==> config.mk <==
export PLATFORM = sky130hd
export DESIGN_NAME = itdf2_cell
export DESIGN_NICKNAME = d
export VERILOG_FILES = /design/src/itdf2_pkg.sv /design/src/itdf2_cell.sv
export SDC_FILE = /design/constraint.sdc
export NUM_CORES = 2
export LEC_CHECK = 0
export CORE_MARGIN = 4
export CORE_UTILIZATION = 35
export CTS_CLUSTER_SIZE = 30
export DETAILED_ROUTE_END_ITERATION = 12
export DONT_BUFFER_PORTS = 1
export PLACE_DENSITY_LB_ADDON = 0.12
export SYNTH_ARGS = -nofsm -noshare
export SYNTH_HDL_FRONTEND = slang
export SYNTH_SLANG_ARGS = --single-unit
==> constraint.sdc <==
create_clock -name clk -period 18.6 [get_ports clk]
set_input_delay 3.72 -clock clk [delete_from_list [all_inputs] [get_ports clk]]
set_output_delay 3.72 -clock clk [all_outputs]
set_load 0.01 [all_outputs]
==> src/itdf2_pkg.sv <==
`timescale 1ns / 1ps
// ----------------------------------------------------------------------------
// itdf2_pkg
// Widths, command codes and control structs of the transposed direct form II
// IIR filter.
// ----------------------------------------------------------------------------
package itdf2_pkg;

	localparam int MAX_ORDER = 8;
	localparam int SAMPLE_W  = 24;
	localparam int COEF_W    = 32;
	localparam int COEF_FRAC = 24;
	localparam int STATE_W   = SAMPLE_W + COEF_W;
	localparam int ACC_W     = STATE_W + 2;
	localparam int ORDER_W   = 4;
	localparam int IDX_W     = 4;
	localparam int CMD_W     = 2;

	localparam logic [CMD_W-1:0] CMD_SAMPLE = 2'd0;
	localparam logic [CMD_W-1:0] CMD_LOAD_B = 2'd1;
	localparam logic [CMD_W-1:0] CMD_LOAD_A = 2'd2;
	localparam logic [CMD_W-1:0] CMD_CLEAR  = 2'd3;

	localparam logic [ORDER_W-1:0] ORDER_LIMIT = ORDER_W'(MAX_ORDER);

	// control of one delay cell
	typedef struct packed {
		logic load_b;
		logic load_a;
		logic mul_x;
		logic mul_y;
		logic upd;
		logic clr;
		logic last;
		logic active;
	} cell_ctl_t;

	// control of the gain and output stage
	typedef struct packed {
		logic load_b0;
		logic mul_x;
		logic go;
	} head_ctl_t;

endpackage

==> src/itdf2_cell.sv <==
`timescale 1ns / 1ps
// ----------------------------------------------------------------------------
// itdf2_cell
// One delay element with its numerator and denominator coefficient; takes
// the element behind it and hands its own value forward.
// ----------------------------------------------------------------------------
module itdf2_cell (
	input  logic                                 clk,
	input  logic                                 arst_n,
	input  itdf2_pkg::cell_ctl_t                 ctl,
	input  logic signed [itdf2_pkg::COEF_W-1:0]   coef,
	input  logic signed [itdf2_pkg::SAMPLE_W-1:0] x,
	input  logic signed [itdf2_pkg::SAMPLE_W-1:0] y,
	input  logic signed [itdf2_pkg::STATE_W-1:0]  s_next,
	output logic signed [itdf2_pkg::STATE_W-1:0]  s
);
	import itdf2_pkg::*;

	localparam logic signed [STATE_W-1:0] S_MAX = {1'b0, {(STATE_W-1){1'b1}}};
	localparam logic signed [STATE_W-1:0] S_MIN = {1'b1, {(STATE_W-1){1'b0}}};

	logic signed [COEF_W-1:0]  b_q;
	logic signed [COEF_W-1:0]  a_q;
	logic signed [STATE_W-1:0] s_q;
	logic signed [STATE_W-1:0] bx_s1;
	logic signed [STATE_W-1:0] ay_s2;
	logic signed [STATE_W-1:0] carry;
	logic signed [ACC_W-1:0]   sum;
	logic signed [STATE_W-1:0] sum_sat;

	always_ff @(posedge clk) begin
		if (ctl.mul_x) begin
			bx_s1 <= STATE_W'(b_q) * STATE_W'(x);
		end
		if (ctl.mul_y) begin
			ay_s2 <= STATE_W'(a_q) * STATE_W'(y);
		end
	end

	// the last active element starts from zero
	assign carry = ctl.last ? '0 : s_next;
	assign sum = ACC_W'(carry) + ACC_W'(bx_s1) - ACC_W'(ay_s2);

	always_comb begin
		if (sum[ACC_W-1:STATE_W-1] == '0 || sum[ACC_W-1:STATE_W-1] == '1) begin
			sum_sat = sum[STATE_W-1:0];
		end else if (sum[ACC_W-1]) begin
			sum_sat = S_MIN;
		end else begin
			sum_sat = S_MAX;
		end
	end

	always_ff @(posedge clk or negedge arst_n) begin
		if (!arst_n) begin
			b_q <= '0;
			a_q <= '0;
			s_q <= '0;
		end else begin
			if (ctl.load_b) begin
				b_q <= coef;
			end
			if (ctl.load_a) begin
				a_q <= coef;
			end
			if (ctl.clr) begin
				s_q <= '0;
			end else if (ctl.upd && ctl.active) begin
				s_q <= sum_sat;
			end
		end
	end

	assign s = s_q;

endmodule

After elaboration in Yosys (flattened, before gate mapping). Cells that the tools add are included. Widths: inputs -> output; s select.

Register bits after elaboration: 232. Bits of input ports: 146. Output and inout port bits: 56. Word-level logic and storage cells: 19.

Add/subtract/negate cells: 2. Multipliers: 2. Eq/ne operators: 1. Mux-type cells: 5. Reduce and logical (&&, ||, !) cells: 4.

Operators by type and width (number): $mux 56 (5); $mul 32x24->56 (2); $sub 57x56->58 (1); $add 56x56->57 (1); $eq 3x3->1 const B (1); $logic_not 3->1 (1); $reduce_bool 2->1 (1); $logic_and 1x1->1 (1); $logic_or 1x1->1 (1).

Longest topological paths before layout.
Depth after elaboration: 8. Gate-level depth with buffers: 28. Gate-level depth less buffers: 26.

Least setup slack after synthesis. Ideal clock, no wire load.

Path kind: in2reg. Start point: input x[0] (netlist name). End point: register bx_s1[55] (data pin). Setup time: 0.266 ns. Arrival: 10.220 ns. Data required time: 18.334 ns. Setup slack: 8.114 ns. Stages on the path: 23. Path buffers: 1. Path through: clkbuf_1 nand2_1 inv_1 fa_1 inv_1 fa_1 inv_1 fa_1 inv_1 fa_1 fa_1 fa_1 fa_1 inv_1 ha_1 a21oi_1 o21bai_1 a21o_1 or4_1 o21ai_1 o21ai_0 o41ai_1 xnor2_1.

Cells in the longest elaborated chain, start to end: 1.

Ends and longest elaborated chain: start: declaration (RTL line itdf2_cell.sv:12) `input logic signed [itdf2_pkg::SAMPLE_W-1:0] x,`; $mul 32x24->56 (RTL line itdf2_cell.sv:33) `bx_s1 <= STATE_W'(b_q) * STATE_W'(x);`; end signal: assignment (RTL line itdf2_cell.sv:33); end: declaration (RTL line itdf2_cell.sv:25) `logic signed [STATE_W-1:0] bx_s1;`.

No other way between the ends. A chain may end at the register's enable or synchronous reset.

Final worst setup path.
Start point: input x[23] (netlist name). End point: register bx_s1[54] (data pin).

The elaborated chain is that of the path after synthesis.

==> flow_summary.toml <==
[timing]
slew_viol_final = 0
fmax_mhz = 92.23
hold_viol = 0
max-slew-margin-rel = 0.2193
rsz0062_at_grt = "false"
setup-tns-final_ns = 0
fin_skew_ns = 0.04856
fin_crit_ns = 10.84
worst_pin_slew_ns = 1.171
finalSetupViolations = 0
final.period_utilization = 0.5829

[global_routing]
grt_max_degree = 121
grt_pass1_vias = 52415
grt_pass1_wl_um = 329500
grt-ovfl-total = 0
grt_use_total = 0.2203
antenna_found_initial = 53

[clocking]
cts_root_buf = "clkbuf_16"
hold_buffers = 0
clk_pin_slew_ns = 0.06
cts_tree = "built"
numCtsBuffers = 35
clock_sinks = 232
cts_buffer_depth = 3
ctsResizeCount = 0
clock_latency_ns = 0.60
htreeDepth = 2
cts_setup_buffers = 0

[placed_design]
dp_hpwl_um = 167400
io_buffers = 0
dpl_cell_area_mm2 = 0.07017
gp_congestion = 0.8725

[yosys]
async_flop_share = 0.5172
synth_nets = 9329
yosys.cell_types.count = 82
synth_area_leader_cell = "fa_1"
netlist_area_mm2 = 0.06787
ys_seq_area_frac = 0.09379
synthTopCellsByArea = "fa_1 (48%), inv_1 (9.7%), and2_1 (6.8%)"
ys_seq_elements = 232
syn_avg_cell_area_um2 = 9.423
synthCells = 7203
synth_top_cell_area_share = 0.4784
synthFlopType = "dfrtp_1"
synth-edff-count = 112
yosys_warnings = 0

[finish]
area_delta_synth_final_pct = 5.132
nFillCells = 19628
drive_above_1_share = 0.03634
final_area_mm2 = 0.07136
multi_input_area_mm2 = 0.05357
final-seq-area_mm2 = 0.006371
final_nets = 9089

[floorplan]
fp.coreArea_mm2 = 0.1928
rows = 161
ios = 202
die_w_um = 448.4
die_area_mm2 = 0.2010
die_h_um = 448.4
initial_core_util = 0.3521

[setup_path]
crit_fanout = 25
crit_arrival_ns = 11.17
crit_path_start_kind = "input port"
critPathCaptureType = "flip-flop"
required_ns = 18.93
crit_type = "input port to flip-flop"

[status]
status = "finished clean"

[routing]
drc_errors = 0
routed-via-count = 47001
vias_per_cell = 4.918
wire_per_inst_um = 22.39
drtIter0Drc = 2539
first_pass_iters = 5
postRouteAntennaNets = 0
finalWirelength_um = 213900

[job]
maxCapViolations = 0

[worst_hold_path]
holdCritPathClass = "flip-flop to flip-flop"
-- registers in the layout, indices dropped and copies added, names as in the netlist --
signal  flops
b_q        32
ay_s2      56
a_q        32
bx_s1      56
s          56
-- synth_stat cells (6+ instances only) --
library cell,instances
inv_1,1761
o21a_1,19
a31oi_1,10
and3_1,18
buf_6,6
buf_1,14
nand4_1,23
dfrtp_1,120
nor3_1,24
fa_1,1622
a21boi_0,8
ha_1,358
xnor2_1,115
o211ai_1,14
and2_1,738
o31ai_1,7
a22oi_2,50
a21oi_1,205
o21ai_0,86
o21ai_1,18
o21bai_1,32
mux2_2,64
buf_2,10
nor2b_1,16
a21o_1,82
a211oi_1,22
edfxtp_1,112
nand2b_1,88
a2111oi_0,6
nand2_1,892
nor2_1,164
nand3_1,35
clkbuf_1,303
a211o_1,7
xor2_1,47
-- final cells by class --
type	instances	share of cell area
Multi-Input combinational cell	4871	0.7507
Sequential cell	232	0.08928
Inverter	1762	0.09269
Clock inverter	10	0.0008943
Antenna cell	42	0.001473
Clock buffer	53	0.01424
Tap cell	2526	0.04429
Timing Repair Buffer	61	0.006418
-- worst max-delay path: stages --
cell and delay (ns):
inv_1 0.73, nor2_1 0.14, fa_1 0.54, fa_1 0.42, fa_1 0.51, fa_1 0.42
fa_1 0.46, fa_1 0.49, inv_1 0.05, fa_1 0.47, inv_1 0.04, ha_1 0.33
a21o_1 0.19, a21o_1 0.17, a21o_1 0.18, a21o_1 0.17, a21o_1 0.18, o31ai_1 0.62
a21boi_1 0.32, a311oi_1 0.64, o21ai_1 0.17, xor2_1 0.17
-- metal layers --
layer | GRT usage | routed length (µm)
met4 | 0.09708 | 9339
met5 | 0 | 84
met1 | 0.2750 | 85920
met2 | 0.3782 | 107500
met3 | 0.03357 | 11120
-- worst paths after layout --
| kind | cells past startpoint | slack, ns | end | from |
|---|---|---|---|---|
| worst min-delay path | 1 | 0.51 | a_q[24] | a_q[24] |
| worst min register to register | 1 | 0.51 | a_q[24] | a_q[24] |
| worst max register to register | 22 | 9.97 | ay_s2[53] | a_q[14] |
| worst max-delay path | 22 | 7.76 | bx_s1[54] | x[23] |
| max in group asynchronous | 0 | 15.38 | s[55] | arst_n |
| min in group asynchronous | 0 | 2.85 | s[7] | arst_n |
-- through the flow --
| step | hold slack, ns | cells | setup slack, ns | utilization |
|---|---|---|---|---|
| after floorplan | 0.5229 | 7203 | 8.114 | - |
| after global placement | 0.4932 | 9452 | 7.208 | 0.3640 |
| after detailed placement | 0.4964 | 9452 | 7.159 | 0.3640 |
| after CTS | 0.5091 | 9515 | 7.817 | 0.3696 |
| after global routing | 0.5162 | 9551 | 7.532 | 0.3701 |
| final | 0.5054 | 9557 | 7.758 | 0.3701 |
-- cell usage in the layout (no fill, tap or decap), drive strengths merged, types with 17 or more instances in the layout --
| cell | n |
|---|---|
| fa | 1622 |
| edfxtp | 112 |
| o21a | 19 |
| nand2 | 892 |
| clkbuf | 53 |
| nand2b | 88 |
| a21o | 82 |
| inv | 1762 |
| a22oi | 53 |
| a21oi | 206 |
| nand3 | 35 |
| nor2 | 164 |
| o211ai | 17 |
| a211oi | 22 |
| and3 | 18 |
| mux2 | 64 |
| nand4 | 23 |
| nor3 | 24 |
| ha | 358 |
| dfrtp | 120 |
| xnor2 | 115 |
| diode | 42 |
| o21ai | 105 |
| and2 | 739 |
| xor2 | 47 |
| o21bai | 32 |
| buf | 61 |
-- kinds of logic after synthesis --
| logic type | count (synthesis) | share of synthesized area |
|---|---|---|
| buf+inv | 2100 | 0.1173 |
| simple gates | 2026 | 0.1473 |
| fa+ha+maj | 1980 | 0.5444 |
| compound gates | 633 | 0.06469 |
| flops | 232 | 0.09379 |
| xor+xnor | 162 | 0.02090 |
| mux | 70 | 0.01169 |
Power is left out: the tool's default activity adds up to more than one toggle a clock period on the data nets, which glitch-free logic cannot reach.
