### config.mk
export PLATFORM = sky130hd
export DESIGN_NAME = itdf2_head
export DESIGN_NICKNAME = d
export VERILOG_FILES = /design/src/itdf2_pkg.sv /design/src/itdf2_head.sv
export SDC_FILE = /design/constraint.sdc
export NUM_CORES = 2
export LEC_CHECK = 0
export ABC_AREA = 1
export BUFFER_PORTS_ARGS = -buffer_cell sky130_fd_sc_hd__buf_2
export CAP_MARGIN = 10
export CORE_ASPECT_RATIO = 0.75
export CORE_UTILIZATION = 42
export DETAILED_ROUTE_END_ITERATION = 10
export GPL_ROUTABILITY_DRIVEN = 0
export PLACE_DENSITY = 0.54
export SLEW_MARGIN = 40
export SYNTH_ARGS = -nofsm -noshare
export SYNTH_HDL_FRONTEND = slang
export SYNTH_SLANG_ARGS = --single-unit
export TNS_END_PERCENT = 50
### constraint.sdc
create_clock -name clk -period 8.8 [get_ports clk]
set_clock_uncertainty 0.05 [all_clocks]
set_input_delay 0.44 -clock clk [delete_from_list [all_inputs] [get_ports clk]]
set_output_delay 0.44 -clock clk [all_outputs]
set_load 0.005 [all_outputs]
### src/itdf2_pkg.sv
`timescale 1ns / 1ps
// ----------------------------------------------------------------------------
// itdf2_pkg
// Widths, command codes and control structs of the transposed direct form II
// IIR filter.
// ----------------------------------------------------------------------------
package itdf2_pkg;

	localparam int MAX_ORDER = 8;
	localparam int SAMPLE_W  = 24;
	localparam int COEF_W    = 32;
	localparam int COEF_FRAC = 24;
	localparam int STATE_W   = SAMPLE_W + COEF_W;
	localparam int ACC_W     = STATE_W + 2;
	localparam int ORDER_W   = 4;
	localparam int IDX_W     = 4;
	localparam int CMD_W     = 2;

	localparam logic [CMD_W-1:0] CMD_SAMPLE = 2'd0;
	localparam logic [CMD_W-1:0] CMD_LOAD_B = 2'd1;
	localparam logic [CMD_W-1:0] CMD_LOAD_A = 2'd2;
	localparam logic [CMD_W-1:0] CMD_CLEAR  = 2'd3;

	localparam logic [ORDER_W-1:0] ORDER_LIMIT = ORDER_W'(MAX_ORDER);

	// control of one delay cell
	typedef struct packed {
		logic load_b;
		logic load_a;
		logic mul_x;
		logic mul_y;
		logic upd;
		logic clr;
		logic last;
		logic active;
	} cell_ctl_t;

	// control of the gain and output stage
	typedef struct packed {
		logic load_b0;
		logic mul_x;
		logic go;
	} head_ctl_t;

endpackage

### src/itdf2_head.sv
`timescale 1ns / 1ps
// ----------------------------------------------------------------------------
// itdf2_head
// Direct gain b0*x plus the first delay element, rounded half up and
// saturated to the sample width; holds the output sample.
// ----------------------------------------------------------------------------
module itdf2_head (
	input  logic                                 clk,
	input  logic                                 arst_n,
	input  itdf2_pkg::head_ctl_t                 ctl,
	input  logic signed [itdf2_pkg::COEF_W-1:0]   coef,
	input  logic signed [itdf2_pkg::SAMPLE_W-1:0] x,
	input  logic signed [itdf2_pkg::STATE_W-1:0]  s0,
	output logic signed [itdf2_pkg::SAMPLE_W-1:0] y,
	output logic                                 sat
);
	import itdf2_pkg::*;

	localparam logic signed [ACC_W-1:0] ROUND = ACC_W'(1) <<< (COEF_FRAC - 1);
	localparam logic signed [SAMPLE_W-1:0] Y_MAX = {1'b0, {(SAMPLE_W-1){1'b1}}};
	localparam logic signed [SAMPLE_W-1:0] Y_MIN = {1'b1, {(SAMPLE_W-1){1'b0}}};
	localparam int TOP_LO = COEF_FRAC + SAMPLE_W - 1;

	logic signed [COEF_W-1:0]   b0_q;
	logic signed [STATE_W-1:0]  p0_s1;
	logic signed [ACC_W-1:0]    acc;
	logic signed [SAMPLE_W-1:0] y_d;
	logic                       sat_d;
	logic signed [SAMPLE_W-1:0] y_q;
	logic                       sat_q;

	always_ff @(posedge clk or negedge arst_n) begin
		if (!arst_n) begin
			b0_q <= '0;
		end else if (ctl.load_b0) begin
			b0_q <= coef;
		end
	end

	always_ff @(posedge clk) begin
		if (ctl.mul_x) begin
			p0_s1 <= STATE_W'(b0_q) * STATE_W'(x);
		end
		if (ctl.go) begin
			y_q   <= y_d;
			sat_q <= sat_d;
		end
	end

	assign acc = ACC_W'(s0) + ACC_W'(p0_s1) + ROUND;

	// floor shift, then clip when the bits above the sample disagree
	always_comb begin
		if (acc[ACC_W-1:TOP_LO] == '0 || acc[ACC_W-1:TOP_LO] == '1) begin
			y_d   = acc[TOP_LO:COEF_FRAC];
			sat_d = 1'b0;
		end else begin
			y_d   = acc[ACC_W-1] ? Y_MIN : Y_MAX;
			sat_d = 1'b1;
		end
	end

	assign y   = y_q;
	assign sat = sat_q;

endmodule

# ---- After elaboration in Yosys (flattened, before gate mapping)
# Cells that the tools add are included.
dict set report totals {
  output_inout_bits 25
  register_bits 113
}
dict set report op_classes {
  multipliers 1
  muxes 3
  n_reduce_logical 2
  n_eq_ne 1
  addsub 2
}
# cell count
set ops {}
lappend ops {{$add 57x25->58 const B} 1}
lappend ops {{$add 56x56->57} 1}
lappend ops {{$mul 32x24->56} 1}
lappend ops {{$mux 24} 2}
lappend ops {{$eq 11x11->1 const B} 1}
lappend ops {{$logic_not 11->1} 1}
lappend ops {{$logic_or 1x1->1} 1}
lappend ops {{$mux 1} 1}

# ---- Depth between registers and ports, before layout
dict set report depth {
  depth_word 5
  depth_mapped 30
  depth_no_buf 28
}

# ---- Worst setup path before layout
# No wires, ideal clock.
dict set report synth_path {
  kind {reg2reg}
  from {register b0_q[31]}
  to {register p0_s1[54] (data pin)}
  setup_slack_ns 1.937
  n_path_buf 2
  setup_ns 0.253
  t_required_ns 8.497
  t_arrival_ns 6.560
  stages_incl_launch_ff 22
  path_cell_list {dfrtp_1 clkbuf_1 clkbuf_1 nand2_1 inv_1 fa_1 fa_1 inv_1 fa_1 inv_1 fa_1 fa_1 fa_1 fa_1 ha_1 a21oi_1 o21a_1 o21ai_0 a2111oi_0 nand3_1 nand2_1 nand2_1}
}
dict set report synth_via {
  elab_chain_len 1
}
# element line_no
set synth_rtl {}
lappend synth_rtl {{start: declaration} itdf2_head.sv:24} ;# logic signed [COEF_W-1:0] b0_q;
lappend synth_rtl {{start signal: assignment} itdf2_head.sv:36} ;# b0_q <= coef;
lappend synth_rtl {{$mul 32x24->56} itdf2_head.sv:42} ;# p0_s1 <= STATE_W'(b0_q) * STATE_W'(x);
lappend synth_rtl {{end signal: assignment} itdf2_head.sv:42}
lappend synth_rtl {{end: declaration} itdf2_head.sv:25} ;# logic signed [STATE_W-1:0] p0_s1;
# Every way passes these cells.
# A chain may end at the register's enable or synchronous reset.

# ---- Final worst setup path
dict set report layout_path {
  from {register b0_q[7]}
  to {register p0_s1[43] (data pin)}
}
# The elaborated chain is that of the path after synthesis.

==> impl.org <==
** Run status
- The run finished with clean final reports.

** Global route
- Total Routing Usage GR :: 26.1%
- Antenna violations before repair :: 1
- Wire length of the first global-routing pass :: between 150000 and 200000 µm
- Maximum number of pins on one net before global-route repair :: 57
- Via count of the first global-routing pass :: just under 30000
- Congestion Overflow GR :: 0

** Min path
- In this run the most critical hold path is launched from coef[3].
- Endpoint, Worst Hold :: b0_q[3]
- Tightest Hold Check Type :: input pin to register
- Hold Path Cell Cnt :: 2

** Detailed routing
- After the first detailed-routing iteration, the DRC count stood at ~2300.
- Number of design rule violations left after detail routing :: 0
- The pre-antenna-repair detailed-routing pass consisted of 5 iterations.
- Across all layers, the routed design uses a little under 30000 vias.
- Number of nets with antenna violations after detailed routing :: 0
- Avg WL per Cell :: roughly 19 µm
- The final layout contains routed wiring with a total length of 111000 µm.
- Using the TritonRoute via totals, the vias-per-cell ratio works out to roughly 5.

** Worst setup path
- For this run, the slowest stage of the critical path takes around 0.88 ns.
- Worst path required time :: approximately 9.0 ns
- Element type at the critical path start :: register
- The worst setup path is captured at a register.
- CP max-delay cell :: sky130_fd_sc_hd__dfrtp_1
- Arrival time at the worst endpoint :: ~8.3 ns
- R2R setup slack :: approximately 0.7 ns
- The worst register-to-register path ends at p0_s1[43].
- The setup path with the least slack is of type register to register.
- Critical Path, Cell by Cell :: buf_4 -> nand2_1 -> fa_1 -> inv_1 -> fa_1 -> fa_1 -> fa_1 -> fa_1 -> fa_1 -> inv_1 -> fa_1 -> inv_1 -> ha_1 -> nand2_1 -> nor2_1 -> inv_1 -> nor2_1 -> nand3_1 -> o21ai_0 -> a21oi_1 -> o21ai_0 -> xor2_1
- Worst reg-to-reg path cell count :: 22
- Largest fanout of any net on the critical path :: 15
- The startpoint identified for the worst register-to-register timing path is b0_q[7].
- Most common cell type on the critical path :: sky130_fd_sc_hd__fa_1

** Floorplan
- Row generation in the floorplan step produced 93 rows.
- Die Footprint :: 89300 µm²
- Die outline height :: between 200 and 300 µm
- 142 I/O pins were placed.
- For this configuration, the core starts out at a cell density of 42.7%.
- The floorplan step defined a core boundary enclosing approximately 87000 µm².
- Measured along the x axis, the die boundary spans roughly 340 µm.

** Place
- # port buffers :: between 100 and 150
- The HPWL after detailed placement is 94500 µm.

** Yosys
- Synth area leaders :: sky130_fd_sc_hd__fa_1 (42%), sky130_fd_sc_hd__inv_1 (14%), sky130_fd_sc_hd__nand2_1 (14%)
- Library cell with the largest summed area after synthesis :: sky130_fd_sc_hd__fa_1
- Synthesized flop and latch total :: around 110
- Register area share after synthesis :: approximately 9%
- In the synthesized netlist the dominant register cell turns out to be sky130_fd_sc_hd__edfxtp_1.
- Summing the areas of all xor and xnor instances in the mapped netlist gives ~2.0% of the synthesized area.
- Counting every instance in the synthesized netlist gives approximately 4700.
- By area, the combinational part of the netlist is dominated by adder cells.
- YS warnings :: 0
- Share of the synthesized area in the top cell type :: a little over two fifths
- Distinct cell type count after synthesis :: 47
- Synthesized-area fraction occupied by and/or/nand/nor cells :: 17.9%
- Share of cell area taken by muxes after synthesis :: 0.791%
- When the netlist entered floorplanning its net count stood at ~5900.
- Area of the mapped netlist :: roughly 37000 µm²
- Async set-reset flop share out of synthesis :: between 20% and 30%
- Count of flip-flops with a built-in enable after synthesis :: ~80
- Synth Area in Adders :: 51.2%
- Complex-gate fraction of the synthesized area :: 3.24%
- The average instance in the mapped netlist occupies slightly below 8 µm².

** Job
- Max-cap viol count :: 0

** Clock network
- CTS placed an instance of sky130_fd_sc_hd__clkbuf_16 at the clock tree root.
- The number of clock buffers added by TritonCTS is 17.
- Counting along the longest clock path gives a buffer depth of 2.
- # resized after CTS :: 0
- The number of hold buffers added after CTS was 1.
- Setup repair bufs after CTS :: 0
- CTS built an H-tree with a depth of 4.
- TritonCTS built the clock tree.
- At the later pin of the worst-skew pair, clock insertion delay measures between 0.5 and 0.6 ns.
- The clock drives 113 sinks.
- Reg clk slew, reported paths :: roughly 0.080 ns

** STA
- Total negative slack for setup checks :: 0 ns
- At the pin with the least slew margin, the transition time is around 0.89 ns.
- Worst slew margin :: approximately two fifths
- Highest achievable clock rate :: about 120 MHz
- Count of final hold-check violations :: 0
- The max-slew violation count came to 0.
- Total setup violations reported at the end of the flow :: 0
- In the finished design, the share of the clock period the worst path needs comes to between 90 and 100%.
- Post-layout minimum cycle time :: 8.08 ns
- Setup repair after global routing missed its margin :: false

** Layout
- Number of nets in the layout :: between 5000 and 6000
- The library cell used most frequently in the layout, excluding fill and tap cells, is sky130_fd_sc_hd__inv_1.
- Of the cells placed in the final design, the portion with a size suffix greater than 1 is 6.55%.
- Highest-count cells in the layout ignoring fill and taps :: sky130_fd_sc_hd__inv_1 (1398), sky130_fd_sc_hd__nand2_1 (1358), sky130_fd_sc_hd__fa_1 (783)
- Layout area overhead :: 7.02%
- The number of antenna diodes in the final layout is 0.
==> cell type report <==
cell class	instances	area (µm²)
Clock buffer	17	425
Timing Repair Buffer	204	1240
Multi-Input combinational cell	3049	27800
Fill cell	8788	47000
Inverter	1408	5290
Tap cell	1140	1430
Sequential cell	113	3230
Clock inverter	15	176
==> cells in the mapped netlist (all sizes together), types with 2 or more instances <==
cell type,count
a21boi,3
a21o,8
a21oi,112
a221oi,2
a31oi,10
and2,6
and3,2
buf,9
clkbuf,160
clkinv,2
dfrtp,32
edfxtp,81
fa,783
ha,260
inv,1406
mux2,26
nand2,1372
nand3,62
nand4,15
nor2,204
nor3,10
nor4,5
o211ai,3
o21a,8
o21ai,55
o21bai,9
o31ai,2
xnor2,35
xor2,51
==> critical path: cells and delay by family, from the launching register on <==
kind,cells,cell delay (ns)
AOI/OAI and AO/OA,3,1.40
xor gates and xnor gates,1,0.12
and+or+nand+nor,5,0.83
buffers and inverters,5,0.57
DFF,1,0.88
adders and majority gates,8,3.92
==> how the worst max path moves through the flow <==
stage               cells past startpoint   endpoint      from
detailed placement                     25  p0_s1[43]      x[7]
CTS                                    24  p0_s1[43]  b0_q[10]
global route                           24  p0_s1[51]   b0_q[7]
finish                                 22  p0_s1[43]   b0_q[7]
floorplan                              21  p0_s1[54]  b0_q[31]
global placement                       22  p0_s1[43]      x[9]
==> state kept, by name (all words and copies together), names as in the netlist <==
| name | flops |
|---|---|
| p0_s1 | 56 |
| sat | 1 |
| b0_q | 32 |
| y | 24 |
==> through the flow <==
stage	worst slack, ns	instance area [µm²]	util, %	hold WS, ns	std cells
after global routing	0.540	39600	45.7	0.0861	5946
final	0.719	39600	45.7	0.103	5946
after global placement	0.756	38900	44.9	0.532	5911
after floorplan	1.94	37000	-	0.0944	4739
after detailed placement	0.715	38900	45.0	0.534	5911
after CTS	0.787	39500	45.7	0.0634	5944
==> metal layers <==
metal,wire length (µm),part of all wire (%),track usage (%),vias up
li1,-,-,-,13600
met1,54500,49,41.0,14400
met2,46000,41,37.4,944
met3,9380,8.4,5.00,79
met4,1330,1.2,4.32,2
met5,9,0.0081,0,-
==> cells by family (layout without fill, tap and decap cells) <==
logic type | count (synthesis) | count (layout)
and+or+nand+nor | 1678 | 1678
buffers and inverters | 1577 | 1644
adders and majority gates | 1043 | 1043
AOI/OAI and AO/OA | 216 | 216
DFF | 113 | 113
xor gates and xnor gates | 86 | 86
muxes | 26 | 26
Power is not shown: default switching activity piles up to over one toggle a cycle in this logic, so the estimate is an artifact.
